--- src/rtl/pct_pkg.sv ---
// shared types and codes for the pausable countdown timer
// no dependencies; imported by every rtl module of the timer
package pct_pkg;

   // timer modes as they appear on the result channel
   localparam logic [2:0] MODE_TICKING  = 3'd0;
   localparam logic [2:0] MODE_PAUSED   = 3'd1;
   localparam logic [2:0] MODE_RINGING  = 3'd2;
   localparam logic [2:0] MODE_IDLE     = 3'd3;
   localparam logic [2:0] MODE_SCRAPPED = 3'd4;

   // request op codes
   localparam logic [2:0] OP_EVALUATE = 3'd0;
   localparam logic [2:0] OP_PAUSE    = 3'd1;
   localparam logic [2:0] OP_RESUME   = 3'd2;
   localparam logic [2:0] OP_RESET    = 3'd3;
   localparam logic [2:0] OP_RESTART  = 3'd4;
   localparam logic [2:0] OP_DISMISS  = 3'd5;
   localparam logic [2:0] OP_DISPOSE  = 3'd6;

   // internal command codes after classification
   localparam int CMD_W = 3;
   localparam logic [CMD_W-1:0] CMD_EVALUATE = 3'd0;
   localparam logic [CMD_W-1:0] CMD_PAUSE    = 3'd1;
   localparam logic [CMD_W-1:0] CMD_RESUME   = 3'd2;
   localparam logic [CMD_W-1:0] CMD_RESET    = 3'd3;
   localparam logic [CMD_W-1:0] CMD_RESTART  = 3'd4;
   localparam logic [CMD_W-1:0] CMD_DISMISS  = 3'd5;
   localparam logic [CMD_W-1:0] CMD_DISPOSE  = 3'd6;
   localparam logic [CMD_W-1:0] CMD_NOP      = 3'd7;

   // register indexes on the csr port
   localparam int CSR_ADDR_W = 4;
   localparam logic [1:0] REG_PERIOD = 2'd0;
   localparam logic [1:0] REG_SCRAP  = 2'd1;
   localparam logic [1:0] REG_QUIET  = 2'd2;

   // configuration seen by the execution side
   typedef struct packed {
      logic [31:0] period_ticks;
      logic        auto_scrap;
      logic        auto_quiet;
   } cfg_type;

endpackage

--- src/rtl/pct_regs.sv ---
// csr register file of the timer: period and the two auto flags
// depends on pct_pkg
module pct_regs (
   input  logic                           clock,
   input  logic                           reset,
   input  logic                           csr_psel,
   input  logic                           csr_penable,
   input  logic                           csr_pwrite,
   input  logic [pct_pkg::CSR_ADDR_W-1:0] csr_paddr,
   input  logic [31:0]                    csr_pwdata,
   output logic [31:0]                    csr_prdata,
   output logic                           csr_pready,
   output pct_pkg::cfg_type               cfg
);
   import pct_pkg::*;

   logic [31:0] period_ff, period_in;
   logic        scrap_ff, scrap_in;
   logic        quiet_ff, quiet_in;
   logic        wr_en;
   logic [1:0]  reg_idx;

   assign csr_pready = 1'b1;
   assign reg_idx    = csr_paddr[3:2];
   assign wr_en      = csr_psel & csr_penable & csr_pwrite & csr_pready;

   // write decode
   always_comb begin
      period_in = period_ff;
      scrap_in  = scrap_ff;
      quiet_in  = quiet_ff;
      if (wr_en) begin
         case (reg_idx)
            REG_PERIOD: period_in = csr_pwdata;
            REG_SCRAP:  scrap_in  = csr_pwdata[0];
            REG_QUIET:  quiet_in  = csr_pwdata[0];
            default: ;
         endcase
      end
   end

   always_ff @(posedge clock) begin
      if (reset) begin
         period_ff <= '0;
         scrap_ff  <= 1'b0;
         quiet_ff  <= 1'b0;
      end else begin
         period_ff <= period_in;
         scrap_ff  <= scrap_in;
         quiet_ff  <= quiet_in;
      end
   end

   // read mux
   always_comb begin
      case (reg_idx)
         REG_PERIOD: csr_prdata = period_ff;
         REG_SCRAP:  csr_prdata = {31'd0, scrap_ff};
         REG_QUIET:  csr_prdata = {31'd0, quiet_ff};
         default:    csr_prdata = '0;
      endcase
   end

   assign cfg.period_ticks = period_ff;
   assign cfg.auto_scrap   = scrap_ff;
   assign cfg.auto_quiet   = quiet_ff;

endmodule

--- src/rtl/pct_front.sv ---
// request front end: accepts requests and classifies the op into a command
// depends on pct_pkg; feeds pct_queue
module pct_front #(
   parameter int TIME_BITS = 32
) (
   input  logic                          req_valid,
   output logic                          req_stall,
   input  logic [2:0]                    req_op,
   input  logic [31:0]                   req_now,
   input  logic                          queue_full,
   output logic                          push,
   output logic [pct_pkg::CMD_W-1:0]     push_cmd,
   output logic [TIME_BITS-1:0]          push_now
);
   import pct_pkg::*;

   // hold off while the queue has no room
   assign req_stall = queue_full;
   assign push      = req_valid & ~queue_full;

   // time is carried at the internal width
   assign push_now = TIME_BITS'(req_now);

   // op classification, the spare code becomes a no-op
   always_comb begin
      case (req_op)
         OP_EVALUATE: push_cmd = CMD_EVALUATE;
         OP_PAUSE:    push_cmd = CMD_PAUSE;
         OP_RESUME:   push_cmd = CMD_RESUME;
         OP_RESET:    push_cmd = CMD_RESET;
         OP_RESTART:  push_cmd = CMD_RESTART;
         OP_DISMISS:  push_cmd = CMD_DISMISS;
         OP_DISPOSE:  push_cmd = CMD_DISPOSE;
         default:     push_cmd = CMD_NOP;
      endcase
   end

endmodule

--- src/rtl/pct_queue.sv ---
// small fifo between the front end and the execution side
// depends on pct_pkg only for the import convention
module pct_queue #(
   parameter int WIDTH = 35,
   parameter int DEPTH = 2
) (
   input  logic             clock,
   input  logic             reset,
   input  logic             push,
   input  logic [WIDTH-1:0] push_data,
   input  logic             pop,
   output logic [WIDTH-1:0] pop_data,
   output logic             empty,
   output logic             full
);
   import pct_pkg::*;

   localparam int PTR_W = (DEPTH > 1) ? $clog2(DEPTH) : 1;
   localparam int CNT_W = $clog2(DEPTH + 1);

   logic [WIDTH-1:0] mem_ff [DEPTH];
   logic [PTR_W-1:0] wr_ptr_ff, wr_ptr_in;
   logic [PTR_W-1:0] rd_ptr_ff, rd_ptr_in;
   logic [CNT_W-1:0] count_ff, count_in;
   logic             do_push, do_pop;

   assign empty    = (count_ff == '0);
   assign full     = (count_ff == CNT_W'(DEPTH));
   assign do_push  = push & ~full;
   assign do_pop   = pop & ~empty;
   assign pop_data = mem_ff[rd_ptr_ff];

   // pointer and fill count update
   always_comb begin
      wr_ptr_in = wr_ptr_ff;
      rd_ptr_in = rd_ptr_ff;
      if (do_push) begin
         wr_ptr_in = (wr_ptr_ff == PTR_W'(DEPTH - 1)) ? '0 : wr_ptr_ff + 1'b1;
      end
      if (do_pop) begin
         rd_ptr_in = (rd_ptr_ff == PTR_W'(DEPTH - 1)) ? '0 : rd_ptr_ff + 1'b1;
      end
      case ({do_push, do_pop})
         2'b10:   count_in = count_ff + 1'b1;
         2'b01:   count_in = count_ff - 1'b1;
         default: count_in = count_ff;
      endcase
   end

   always_ff @(posedge clock) begin
      if (reset) begin
         wr_ptr_ff <= '0;
         rd_ptr_ff <= '0;
         count_ff  <= '0;
      end else begin
         wr_ptr_ff <= wr_ptr_in;
         rd_ptr_ff <= rd_ptr_in;
         count_ff  <= count_in;
      end
   end

   // storage, no reset needed
   always_ff @(posedge clock) begin
      if (do_push) begin
         mem_ff[wr_ptr_ff] <= push_data;
      end
   end

endmodule

--- src/rtl/pct_back.sv ---
// execution side: timer state update, then status and elapsed-time stages
// depends on pct_pkg; takes commands from pct_queue
module pct_back #(
   parameter int TIME_BITS = 32
) (
   input  logic                      clock,
   input  logic                      reset,
   input  pct_pkg::cfg_type          cfg,
   input  logic                      head_valid,
   input  logic [pct_pkg::CMD_W-1:0] head_cmd,
   input  logic [TIME_BITS-1:0]      head_now,
   output logic                      pop,
   output logic                      rsp_valid,
   input  logic                      rsp_stall,
   output logic [2:0]                rsp_timer_mode,
   output logic [31:0]               rsp_time_left,
   output logic [31:0]               rsp_time_spent,
   output logic [31:0]               rsp_expiry_time
);
   import pct_pkg::*;

   // timer state
   logic [2:0]           mode_ff, mode_in;
   logic [TIME_BITS-1:0] start_ff, start_in;
   logic [TIME_BITS-1:0] span_ff, span_in;
   logic [TIME_BITS-1:0] end_ff, end_in;

   // stage a: state snapshot after the command
   logic                 sa_valid_ff;
   logic [2:0]           sa_mode_ff;
   logic [TIME_BITS-1:0] sa_start_ff, sa_span_ff, sa_end_ff, sa_now_ff;

   // stage b: remaining time and deadline
   logic                 sb_valid_ff, sb_valid_in;
   logic [2:0]           sb_mode_ff;
   logic [TIME_BITS-1:0] sb_left_ff, sb_left_in;
   logic [TIME_BITS-1:0] sb_expiry_ff, sb_expiry_in;

   // output register
   logic                 out_valid_ff;
   logic [2:0]           out_mode_ff;
   logic [TIME_BITS-1:0] out_left_ff, out_expiry_ff, out_spent_ff, out_spent_in;

   logic                 adv;
   logic [TIME_BITS-1:0] period;
   logic [TIME_BITS-1:0] elapsed;
   logic [TIME_BITS-1:0] sa_elapsed;
   logic [2:0]           dismiss_mode;

   // whole back end moves unless a result is waiting on a stall
   assign adv    = ~(out_valid_ff & rsp_stall);
   assign pop    = adv & head_valid;
   assign period = TIME_BITS'(cfg.period_ticks);

   assign elapsed      = head_now - start_ff;
   assign dismiss_mode = cfg.auto_scrap ? MODE_SCRAPPED : MODE_IDLE;

   // command execution
   always_comb begin
      mode_in  = mode_ff;
      start_in = start_ff;
      span_in  = span_ff;
      end_in   = end_ff;
      case (head_cmd)
         CMD_EVALUATE: begin
            if (mode_ff == MODE_TICKING && elapsed >= span_ff) begin
               end_in  = head_now;
               mode_in = cfg.auto_quiet ? dismiss_mode : MODE_RINGING;
            end
         end
         CMD_PAUSE: begin
            if (mode_ff == MODE_TICKING) begin
               span_in = (span_ff > elapsed) ? span_ff - elapsed : '0;
               mode_in = MODE_PAUSED;
            end else if (mode_ff == MODE_RINGING) begin
               mode_in = dismiss_mode;
            end
         end
         CMD_RESUME: begin
            if (mode_ff == MODE_PAUSED) begin
               start_in = head_now;
               mode_in  = MODE_TICKING;
            end
         end
         CMD_RESET: begin
            if (mode_ff == MODE_TICKING) begin
               start_in = head_now;
            end else begin
               mode_in = MODE_PAUSED;
            end
            span_in = period;
         end
         CMD_RESTART: begin
            span_in  = period;
            start_in = head_now;
            mode_in  = MODE_TICKING;
         end
         CMD_DISMISS: begin
            if (mode_ff inside {MODE_TICKING, MODE_PAUSED, MODE_RINGING}) begin
               mode_in = dismiss_mode;
            end
         end
         CMD_DISPOSE: mode_in = MODE_SCRAPPED;
         default: ;
      endcase
   end

   always_ff @(posedge clock) begin
      if (reset) begin
         mode_ff  <= MODE_IDLE;
         start_ff <= '0;
         span_ff  <= '0;
         end_ff   <= '0;
      end else if (pop) begin
         mode_ff  <= mode_in;
         start_ff <= start_in;
         span_ff  <= span_in;
         end_ff   <= end_in;
      end
   end

   // stage a capture
   always_ff @(posedge clock) begin
      if (reset) begin
         sa_valid_ff <= 1'b0;
      end else if (adv) begin
         sa_valid_ff <= head_valid;
      end
   end

   always_ff @(posedge clock) begin
      if (pop) begin
         sa_mode_ff  <= mode_in;
         sa_start_ff <= start_in;
         sa_span_ff  <= span_in;
         sa_end_ff   <= end_in;
         sa_now_ff   <= head_now;
      end
   end

   // remaining time and deadline from the snapshot
   assign sa_elapsed  = sa_now_ff - sa_start_ff;
   assign sb_valid_in = sa_valid_ff;

   always_comb begin
      case (sa_mode_ff)
         MODE_TICKING: begin
            sb_left_in   = (sa_span_ff > sa_elapsed) ? sa_span_ff - sa_elapsed : '0;
            sb_expiry_in = sa_start_ff + sa_span_ff;
         end
         MODE_PAUSED: begin
            sb_left_in   = sa_span_ff;
            sb_expiry_in = '0;
         end
         default: begin
            sb_left_in   = '0;
            sb_expiry_in = sa_end_ff;
         end
      endcase
   end

   always_ff @(posedge clock) begin
      if (reset) begin
         sb_valid_ff <= 1'b0;
      end else if (adv) begin
         sb_valid_ff <= sb_valid_in;
      end
   end

   always_ff @(posedge clock) begin
      if (adv) begin
         sb_mode_ff   <= sa_mode_ff;
         sb_left_ff   <= sb_left_in;
         sb_expiry_ff <= sb_expiry_in;
      end
   end

   // elapsed part of the period, saturated
   assign out_spent_in = (period > sb_left_ff) ? period - sb_left_ff : '0;

   always_ff @(posedge clock) begin
      if (reset) begin
         out_valid_ff <= 1'b0;
      end else if (adv) begin
         out_valid_ff <= sb_valid_ff;
      end
   end

   always_ff @(posedge clock) begin
      if (adv) begin
         out_mode_ff   <= sb_mode_ff;
         out_left_ff   <= sb_left_ff;
         out_expiry_ff <= sb_expiry_ff;
         out_spent_ff  <= out_spent_in;
      end
   end

   assign rsp_valid       = out_valid_ff;
   assign rsp_timer_mode  = out_mode_ff;
   assign rsp_time_left   = 32'(out_left_ff);
   assign rsp_time_spent  = 32'(out_spent_ff);
   assign rsp_expiry_time = 32'(out_expiry_ff);

endmodule

--- src/rtl/pausable_countdown_timer.sv ---
// pausable countdown timer, top level: csr block, front end, queue, back end
// depends on pct_pkg, pct_regs, pct_front, pct_queue, pct_back
//
//   channel  handshake              payload
//   req      req_valid / req_stall  req_op, req_now
//   rsp      rsp_valid / rsp_stall  rsp_timer_mode, rsp_time_left,
//                                   rsp_time_spent, rsp_expiry_time
//   csr      apb write, pready = 1  csr_paddr, csr_pwdata, csr_prdata
//
// one request per cycle sustained while no result waits on rsp_stall; the state
// update loops through the state registers in the back end. a taken request passes
// through the queue, state update, remaining time and elapsed time stages in order.
// reset is synchronous and returns the timer to idle with all marks zero.
// rsp_stall on a waiting result freezes the back end; the two-entry queue then fills
// and raises req_stall.
module pausable_countdown_timer #(
   parameter int TIME_BITS = 32
) (
   input  logic                           clock,
   input  logic                           reset,
   input  logic                           req_valid,
   output logic                           req_stall,
   input  logic [2:0]                     req_op,
   input  logic [31:0]                    req_now,
   output logic                           rsp_valid,
   input  logic                           rsp_stall,
   output logic [2:0]                     rsp_timer_mode,
   output logic [31:0]                    rsp_time_left,
   output logic [31:0]                    rsp_time_spent,
   output logic [31:0]                    rsp_expiry_time,
   input  logic                           csr_psel,
   input  logic                           csr_penable,
   input  logic                           csr_pwrite,
   input  logic [pct_pkg::CSR_ADDR_W-1:0] csr_paddr,
   input  logic [31:0]                    csr_pwdata,
   output logic [31:0]                    csr_prdata,
   output logic                           csr_pready
);
   import pct_pkg::*;

   localparam int ENTRY_W = CMD_W + TIME_BITS;

   cfg_type              cfg;
   logic                 push, pop, q_empty, q_full;
   logic [CMD_W-1:0]     push_cmd, head_cmd;
   logic [TIME_BITS-1:0] push_now, head_now;
   logic [ENTRY_W-1:0]   head_entry;

   pct_regs u_regs (
      .clock       (clock),
      .reset       (reset),
      .csr_psel    (csr_psel),
      .csr_penable (csr_penable),
      .csr_pwrite  (csr_pwrite),
      .csr_paddr   (csr_paddr),
      .csr_pwdata  (csr_pwdata),
      .csr_prdata  (csr_prdata),
      .csr_pready  (csr_pready),
      .cfg         (cfg)
   );

   pct_front #(.TIME_BITS(TIME_BITS)) u_front (
      .req_valid  (req_valid),
      .req_stall  (req_stall),
      .req_op     (req_op),
      .req_now    (req_now),
      .queue_full (q_full),
      .push       (push),
      .push_cmd   (push_cmd),
      .push_now   (push_now)
   );

   pct_queue #(.WIDTH(ENTRY_W), .DEPTH(2)) u_queue (
      .clock     (clock),
      .reset     (reset),
      .push      (push),
      .push_data ({push_cmd, push_now}),
      .pop       (pop),
      .pop_data  (head_entry),
      .empty     (q_empty),
      .full      (q_full)
   );

   assign head_cmd = head_entry[ENTRY_W-1:TIME_BITS];
   assign head_now = head_entry[TIME_BITS-1:0];

   pct_back #(.TIME_BITS(TIME_BITS)) u_back (
      .clock           (clock),
      .reset           (reset),
      .cfg             (cfg),
      .head_valid      (~q_empty),
      .head_cmd        (head_cmd),
      .head_now        (head_now),
      .pop             (pop),
      .rsp_valid       (rsp_valid),
      .rsp_stall       (rsp_stall),
      .rsp_timer_mode  (rsp_timer_mode),
      .rsp_time_left   (rsp_time_left),
      .rsp_time_spent  (rsp_time_spent),
      .rsp_expiry_time (rsp_expiry_time)
   );

endmodule

--- config.mk ---
export PLATFORM = sky130hd
export DESIGN_NAME = pausable_countdown_timer
export DESIGN_NICKNAME = d
export VERILOG_FILES = /design/src/rtl/pct_pkg.sv /design/src/rtl/pct_regs.sv /design/src/rtl/pct_front.sv /design/src/rtl/pct_queue.sv /design/src/rtl/pct_back.sv /design/src/rtl/pausable_countdown_timer.sv
export SDC_FILE = /design/constraint.sdc
export NUM_CORES = 1
export LEC_CHECK = 0
export ABC_AREA = 1
export BUFFER_PORTS_ARGS = -buffer_cell sky130_fd_sc_hd__buf_2
export CAP_MARGIN = 20
export CORE_MARGIN = 5
export CORE_UTILIZATION = 62
export DETAILED_ROUTE_END_ITERATION = 10
export PLACE_DENSITY_LB_ADDON = 0.3
export SETUP_SLACK_MARGIN = 0.3
export SLEW_MARGIN = 20
export SYNTH_ARGS = -nofsm -noshare
export SYNTH_HDL_FRONTEND = slang
export SYNTH_HIERARCHICAL = 1
export SYNTH_SLANG_ARGS = --single-unit
--- constraint.sdc ---
create_clock -name clock -period 13.1 [get_ports clock]
set_clock_uncertainty 0.2 [all_clocks]
set_input_delay 3.93 -clock clock [delete_from_list [all_inputs] [get_ports clock]]
set_output_delay 3.93 -clock clock [all_outputs]
set_load 0.02 [all_outputs]
## Word-level counts from Yosys, hierarchy flattened

Memory sizes are Yosys's and may differ from the RTL's. A register that Yosys moved wholly into a read port is not among the register bits.
Index checks and enable logic that the tools add are counted.

| storage, ports and cells | value |
|---|---|
| bits in registers | 437 |
| bits in writable memories | 70 |
| bits of input ports | 78 |
| output and inout port bits | 134 |
| logic and storage cells | 112 |
| memories | 1 |

Memory list:

| name | words | bits a word | read ports | clocked after Yosys merged registers in | wr ports | RTL line | source |
|---|---|---|---|---|---|---|---|
| u_queue.mem_ff | 2 | 35 | 1 | 1 | 1 | pct_queue.sv:21 | `logic [WIDTH-1:0] mem_ff [DEPTH];` |

| operators by class | value |
|---|---|
| $add $sub $neg | 10 |
| magnitude comparators | 4 |
| eq/ne operators | 20 |
| muxes and demuxes | 29 |
| bitwise operators | 10 |
| reduce and logical (&&, ||, !) cells | 13 |

Operator list:

| cell | number |
|---|---|
| $mux W32 | 7 |
| $pmux W32 S2 | 3 |
| $pmux W32 S3 | 2 |
| $sub A32 B32 Y32 | 5 |
| $gt A32 B32 Y1 | 3 |
| $pmux W3 S7 | 2 |
| $add A32 B32 Y32 | 1 |
| $ge A32 B32 Y1 | 1 |
| $mux W3 | 8 |
| $eq A3 B3 Y1 const B | 6 |
| $eq A3 B2 Y1 const B | 5 |
| $eq A3 B1 Y1 const B | 4 |
| $logic_not A3 Y1 | 4 |
| $and A1 B1 Y1 | 7 |
| $eq A2 B2 Y1 const B | 3 |
| $mux W1 | 6 |
| $reduce_and A2 Y1 | 3 |
| $eq A2 B1 Y1 const B | 2 |
| $logic_not A2 Y1 | 2 |
| $pmux W2 S2 | 1 |
| $not A1 Y1 | 3 |
| $reduce_bool A3 Y1 | 1 |
| $add A1 B1 Y1 const B | 2 |
| $add A2 B1 Y2 const B | 1 |
| other kinds (4) | 4 |

## Depth between registers and ports, before layout

| logic depth | value |
|---|---|
| depth after elaboration | 6 |
| gate-level depth with buffers | 33 |
| mapped depth without buffers | 30 |

## Modules after synthesis

Netlist, hierarchy kept.

By module, submodules not included:

| module | instances | cells each | area an instance (µm²) | seq. area each (µm²) |
|---|---|---|---|---|
| pct_back | 1 | 3471 | 27014.7 | 10960.5 |
| pct_queue | 1 | 149 | 2925.3 | 2202.1 |
| pct_regs | 1 | 299 | 1793.0 | 680.7 |
| pct_front | 1 | 38 | 269.0 | 0.0 |
| pausable_countdown_timer | 1 | 1 | 3.8 | 0.0 |

## Worst setup path after synthesis

OpenSTA, ideal clock, no wires.

| path | value |
|---|---|
| path kind | input-to-reg |
| start | in rsp_stall |
| end | reg u_queue.count_ff[1] |
| library setup time | 64 ps |
| arrival | 11126 ps |
| data required time | 12836 ps |
| slack | 1710 ps |
| cell stages on the path | 13 |
| path buffers | 2 |
| cell sequence | nand2_1 nand2_1 clkbuf_1 inv_1 buf_2 inv_1 nor2_1 ha_1 inv_1 nand2_1 nor2_1 nor2_1 nor2_1 |

| between the ends | value |
|---|---|
| cells in the longest elaborated chain, start to end | 6 |
| elaborated cells between the ends (all ways) | 8 |
| classes of those cells | 2 x eq/ne; 1 x mux; 4 x bitwise; 1 x reduce/logical |

Ends and longest elaborated chain:

| element | RTL line | source |
|---|---|---|
| start: declaration | pausable_countdown_timer.sv:26 | `input logic rsp_stall,` |
| $and A1 B1 Y1 * | pct_back.sv:51 | `assign adv = ~(out_valid_ff & rsp_stall);` |
| $not A1 Y1 * | pct_back.sv:51 |  |
| $and A1 B1 Y1 * | pct_back.sv:52 | `assign pop = adv & head_valid;` |
| named net pop | pausable_countdown_timer.sv:44 | `logic push, pop, q_empty, q_full;` |
| $and A1 B1 Y1 * | pct_queue.sv:30 | `assign do_pop = pop & ~empty;` |
| named net u_queue.do_pop | pct_queue.sv:25 | `logic do_push, do_pop;` |
| $eq A2 B1 Y1 or $eq A2 B2 Y1 (tied branches) | pct_queue.sv:43 | `case ({do_push, do_pop})` |
| $pmux W2 S2 or $reduce_bool A2 Y1 (tied branches) | -- |  |
| end signal: assignment | pct_queue.sv:58 | `count_ff <= count_in;` |
| end: declaration | pct_queue.sv:24 | `logic [CNT_W-1:0] count_ff, count_in;` |

Mark *: on every way through the listed nets, which the timed path passes. The rest lies on a longest branch.
A chain may end at the register's enable or synchronous reset.

## Worst setup path after layout

| path | value |
|---|---|
| start | in csr_paddr[3] (netlist name) |
| end | out csr_prdata[0] |

| between the ends | value |
|---|---|
| cells in the longest elaborated chain, start to end | 2 |
| elaborated cells between the ends (all ways) | 4 |
| classes of those cells | 2 x eq/ne; 1 x mux; 1 x reduce/logical |

Ends and longest elaborated chain:

| element | RTL line | source |
|---|---|---|
| start: declaration | pausable_countdown_timer.sv:34 | `input logic [pct_pkg::CSR_ADDR_W-1:0] csr_paddr,` |
| $eq A2 B2 Y1, or another cell as far along | pct_regs.sv:56 | `case (reg_idx)` |
| $pmux W32 S3 * | pct_regs.sv:56 |  |
| end: declaration | pausable_countdown_timer.sv:36 | `output logic [31:0] csr_prdata,` |

Mark *: on every way between the ends. The rest lies on a longest branch, timed or not.

==> impl_metrics.sql <==
INSERT INTO impl_metrics (metric_group, metric, value, unit) VALUES
('timing', 'setup-tns-final', '0', 'ns'),
('grt', 'grt_start_max_net_pins', '95', ''),
('setup_path', 'worst_ep_required_time', '8.97', 'ns'),
('clock_tree', 'cts_tree', 'yes', ''),
('synthesis', 'synth_area_leader_cell', 'sky130_fd_sc_hd__edfxtp_1', ''),
('synthesis', 'netlist-cell-type-count', '64', ''),
('synthesis', 'synth.yosys.warnings', '6', ''),
('placed_design', 'buffer_ports.inserted', '208', ''),
('timing', 'tightest_slew', '1.07', 'ns'),
('floorplanning', 'initial_standard_cell_utilization_of_the_core', '0.625', ''),
('synthesis', 'postSynthCellCount', '3958', ''),
('clock_tree', 'post_cts_buffers', '0', ''),
('status', 'violations_in_the_final_reports', 'design-rule violations', ''),
('timing', 'setup_viol', '0', ''),
('synthesis', 'yosysSeqAreaShare', '0.433', ''),
('job', 'max_cap_viol_count', '0', ''),
('grt', 'grt_usage', '0.339', ''),
('floorplanning', 'dieHeight', '237', 'um'),
('clock_tree', 'ctsHoldBuffers', '0', ''),
('grt', 'initial_antenna_violation_count', '3', ''),
('grt', 'first_pass_grt_wire_length', '148000', 'um'),
('drt', 'drtAntennaViolNets', '0', ''),
('synthesis', 'ys.flop_type', 'sky130_fd_sc_hd__edfxtp_1', ''),
('synthesis', 'async_reset_ff_frac', '0', ''),
('layout', 'number_of_flip_flops_in_the_largest_register', '70', ''),
('setup_path', 'worst-path-max-fanout', '33', ''),
('setup_path', 'critical_path.startpoint_type', 'input port', ''),
('layout', 'final_nets', '4377', ''),
('synthesis', 'syn-num-nets', '4232', ''),
('timing', 'fmax', '0.110', 'GHz'),
('timing', 'share_of_the_clock_period_used_by_the_worst_path', '0.696', ''),
('floorplanning', 'dieWidth', '237', 'um'),
('floorplanning', 'io_pins', '212', ''),
('layout', 'post_route_cells_drive_above_1_share', '0.109', ''),
('drt', 'drt_pass1_iterations', '11', ''),
('drt', 'routed_wire_length_per_instance', '20.5', 'um'),
('clock_tree', 'cts-buffers-inserted', '53', ''),
('floorplanning', 'fp-row-count', '83', ''),
('synthesis', 'post_synth_main_area_contributors', 'sky130_fd_sc_hd__edfxtp_1 34%, sky130_fd_sc_hd__nand2_1 9.6%, sky130_fd_sc_hd__dfxtp_1 8.8%, sky130_fd_sc_hd__ha_1 7.4%, sky130_fd_sc_hd__inv_1 7.1%', ''),
('clock_tree', 'cts-root-buf', 'sky130_fd_sc_hd__clkbuf_16', ''),
('clock_tree', 'cts.repair.resized', '0', ''),
('placed_design', 'dp_hpwl', '76000', 'um'),
('clock_tree', 'ctsLongestPathBuffers', '3', ''),
('layout', 'top_register', 'u_queue/mem_ff', ''),
('drt', 'num_vias', '27800', ''),
('timing', 'slew_viol_final', '0', ''),
('clock_tree', 'cts.sink_count', '508', ''),
('drt', 'routed_via_density', '5.75', ''),
('drt', 'drt_first_iter_violations', '3118', ''),
('synthesis', 'mappedNetlistArea', '32000', 'um^2'),
('status', 'result_of_the_run', 'finished with violations', ''),
('grt', 'number_of_global_route_vias_before_repair', '25600', ''),
('clock_tree', 'cts-htree-levels', '2', ''),
('timing', 'finalHoldViolations', '0', ''),
('timing', 'grt_setup_unrepaired', 'false', ''),
('floorplanning', 'die_ar', '56300', 'um^2'),
('drt', 'totalWireLength', '99000', 'um'),
('placed_design', 'weighted_congestion_reported_at_the_end_of_routability_driven_placement', '0.988', ''),
('synthesis', 'synth_register_bits', '508', ''),
('synthesis', 'postSynthAreaPerCell', '8.09', 'um^2'),
('layout', 'area.growth.synth_to_final', '9.57', '%'),
('drt', 'detail_route.drc_violations', '1', ''),
('setup_path', 'path_class', 'input port to output pin', ''),
('setup_path', 'setup.worst_path.end_class', 'output pin', ''),
('hold_path', 'timing.hold.worst.class', 'register to register', ''),
('timing', 'finalWorstPathRequiredPeriod', '9.12', 'ns'),
('synthesis', 'synth.top_cell.area_share', '0.344', ''),
('floorplanning', 'floorplan.core_area', '51200', 'um^2'),
('clock_tree', 'clkLatencyLatePin', '0.64', 'ns'),
('synthesis', 'number_of_flops_mapped_to_enable_cells_by_yosys', '367', ''),
('timing', 'max_slew_margin', '0.283', ''),
('clock_tree', 'clk_transition_reported_paths', '0.06', 'ns'),
('setup_path', 'cp.arrival', '4.99', 'ns'),
('grt', 'grt_remaining_overflow', '0', '');
Yosys cell counts, drive strengths merged, types with 3 or more instances:
master / instances
a211oi: 5
a21boi: 5
a21o: 26
a21oi: 347
a221oi: 3
a22oi: 33
a31oi: 20
a32o: 3
and3: 3
buf: 74
clkbuf: 61
dfxtp: 141
edfxtp: 367
fa: 6
ha: 190
inv: 614
mux2: 35
nand2: 858
nand3: 193
nand3b: 14
nand4: 26
nor2: 389
nor3: 35
nor4: 14
o211ai: 11
o21a: 7
o21ai: 304
o21bai: 25
o221ai: 6
o22ai: 5
or2: 12
xnor2: 70
xor2: 43
final timing paths:
check | from | to | slack, ns | depth (start not counted)
worst max register to register | register | u_back/end_ff[31] | 6.32 | 27
worst min register to register | u_back/sb_mode_ff[2] | u_back/rsp_timer_mode[2] | 0.22 | 0
worst max-delay path | csr_paddr[3] | csr_prdata[0] | 3.98 | 5
worst min-delay path | u_back/sb_mode_ff[2] | u_back/rsp_timer_mode[2] | 0.22 | 0
through the flow:
step | setup slack, ns | instances | hold slack (ns) | utilization | cell area [um^2]
after floorplan | 1.71 | 3958 | 0.200 | - | 32000
after global placement | 3.65 | 4728 | 0.201 | 0.649 | 33200
after detailed placement | 3.66 | 4728 | 0.205 | 0.649 | 33200
after CTS | 3.65 | 4828 | 0.220 | 0.685 | 35100
after global routing | 3.88 | 4829 | 0.225 | 0.685 | 35100
final | 3.98 | 4829 | 0.216 | 0.685 | 35100
critical path, cell delays in order:
cell and delay (ns):
sky130_fd_sc_hd__buf_2 0.13, sky130_fd_sc_hd__nor2_4 0.56, sky130_fd_sc_hd__nand2_1 0.10, sky130_fd_sc_hd__nand3_1 0.11, sky130_fd_sc_hd__buf_2 0.16
layer usage:
metal  global-route usage  share of wire  vias up
met2                0.517           0.44     1262
met3               0.0911           0.10      210
li1                     -              -    13400
met1                0.472           0.41    12900
met4                0.122          0.041        4
met5                    0        0.00025        -
final cells by class:
cell class | instances | area, um^2
timing repair buffer | 225 | 1170
clock buffer | 70 | 1500
multi-input combinational | 2699 | 15100
fill | 4273 | 16100
sequential | 508 | 13800
inverter | 616 | 2320
clock inverter | 30 | 318
tap | 680 | 851
antenna | 1 | 2.50
kinds of logic (layout without fill, tap and decap cells):
logic type / after synthesis / count (layout) / synth area share
AOI/OAI and AO/OA: 809 / 809 / 0.142
and+or+nand+nor: 1545 / 1545 / 0.202
muxes: 35 / 35 / 0.0158
other: 1 / 2 / 0.000117
DFF: 508 / 508 / 0.433
xor gates and xnor gates: 113 / 113 / 0.0309
adders and majority gates: 196 / 196 / 0.0780
buffers and inverters: 751 / 941 / 0.0981
cell usage in the layout, fill, tap and decap left out, types with 7 or more instances in the layout:
cell type,Yosys,routed
sky130_fd_sc_hd__inv_1,609,608
sky130_fd_sc_hd__dfxtp_1,141,140
sky130_fd_sc_hd__mux2_4,30,30
sky130_fd_sc_hd__buf_2,15,207
sky130_fd_sc_hd__xor2_1,43,43
sky130_fd_sc_hd__or2_2,9,9
sky130_fd_sc_hd__edfxtp_1,367,367
sky130_fd_sc_hd__ha_1,190,190
sky130_fd_sc_hd__o21ai_1,52,52
sky130_fd_sc_hd__a21o_1,26,26
sky130_fd_sc_hd__o211ai_1,11,11
sky130_fd_sc_hd__nor2_2,7,7
sky130_fd_sc_hd__clkinv_1,2,8
sky130_fd_sc_hd__clkbuf_1,61,8
sky130_fd_sc_hd__a31oi_1,20,20
sky130_fd_sc_hd__nor2_1,379,376
sky130_fd_sc_hd__o21ai_0,222,222
sky130_fd_sc_hd__a22oi_1,33,33
sky130_fd_sc_hd__nand3b_1,14,14
sky130_fd_sc_hd__nand2_1,818,816
sky130_fd_sc_hd__xnor2_1,70,70
sky130_fd_sc_hd__nand3_1,191,191
sky130_fd_sc_hd__o21a_1,7,7
sky130_fd_sc_hd__clkinv_2,0,7
sky130_fd_sc_hd__clkbuf_16,0,55
sky130_fd_sc_hd__buf_4,42,18
sky130_fd_sc_hd__o21ai_2,30,30
sky130_fd_sc_hd__clkbuf_8,0,7
sky130_fd_sc_hd__nand2_2,38,38
sky130_fd_sc_hd__nor4_1,14,14
sky130_fd_sc_hd__o21bai_1,25,25
sky130_fd_sc_hd__a21oi_1,347,347
sky130_fd_sc_hd__nand4_1,25,25
sky130_fd_sc_hd__nor3_1,34,34
Power is left out: the tool's default activity adds up to more than one toggle a clock period on the data nets, which glitch-free logic cannot reach.
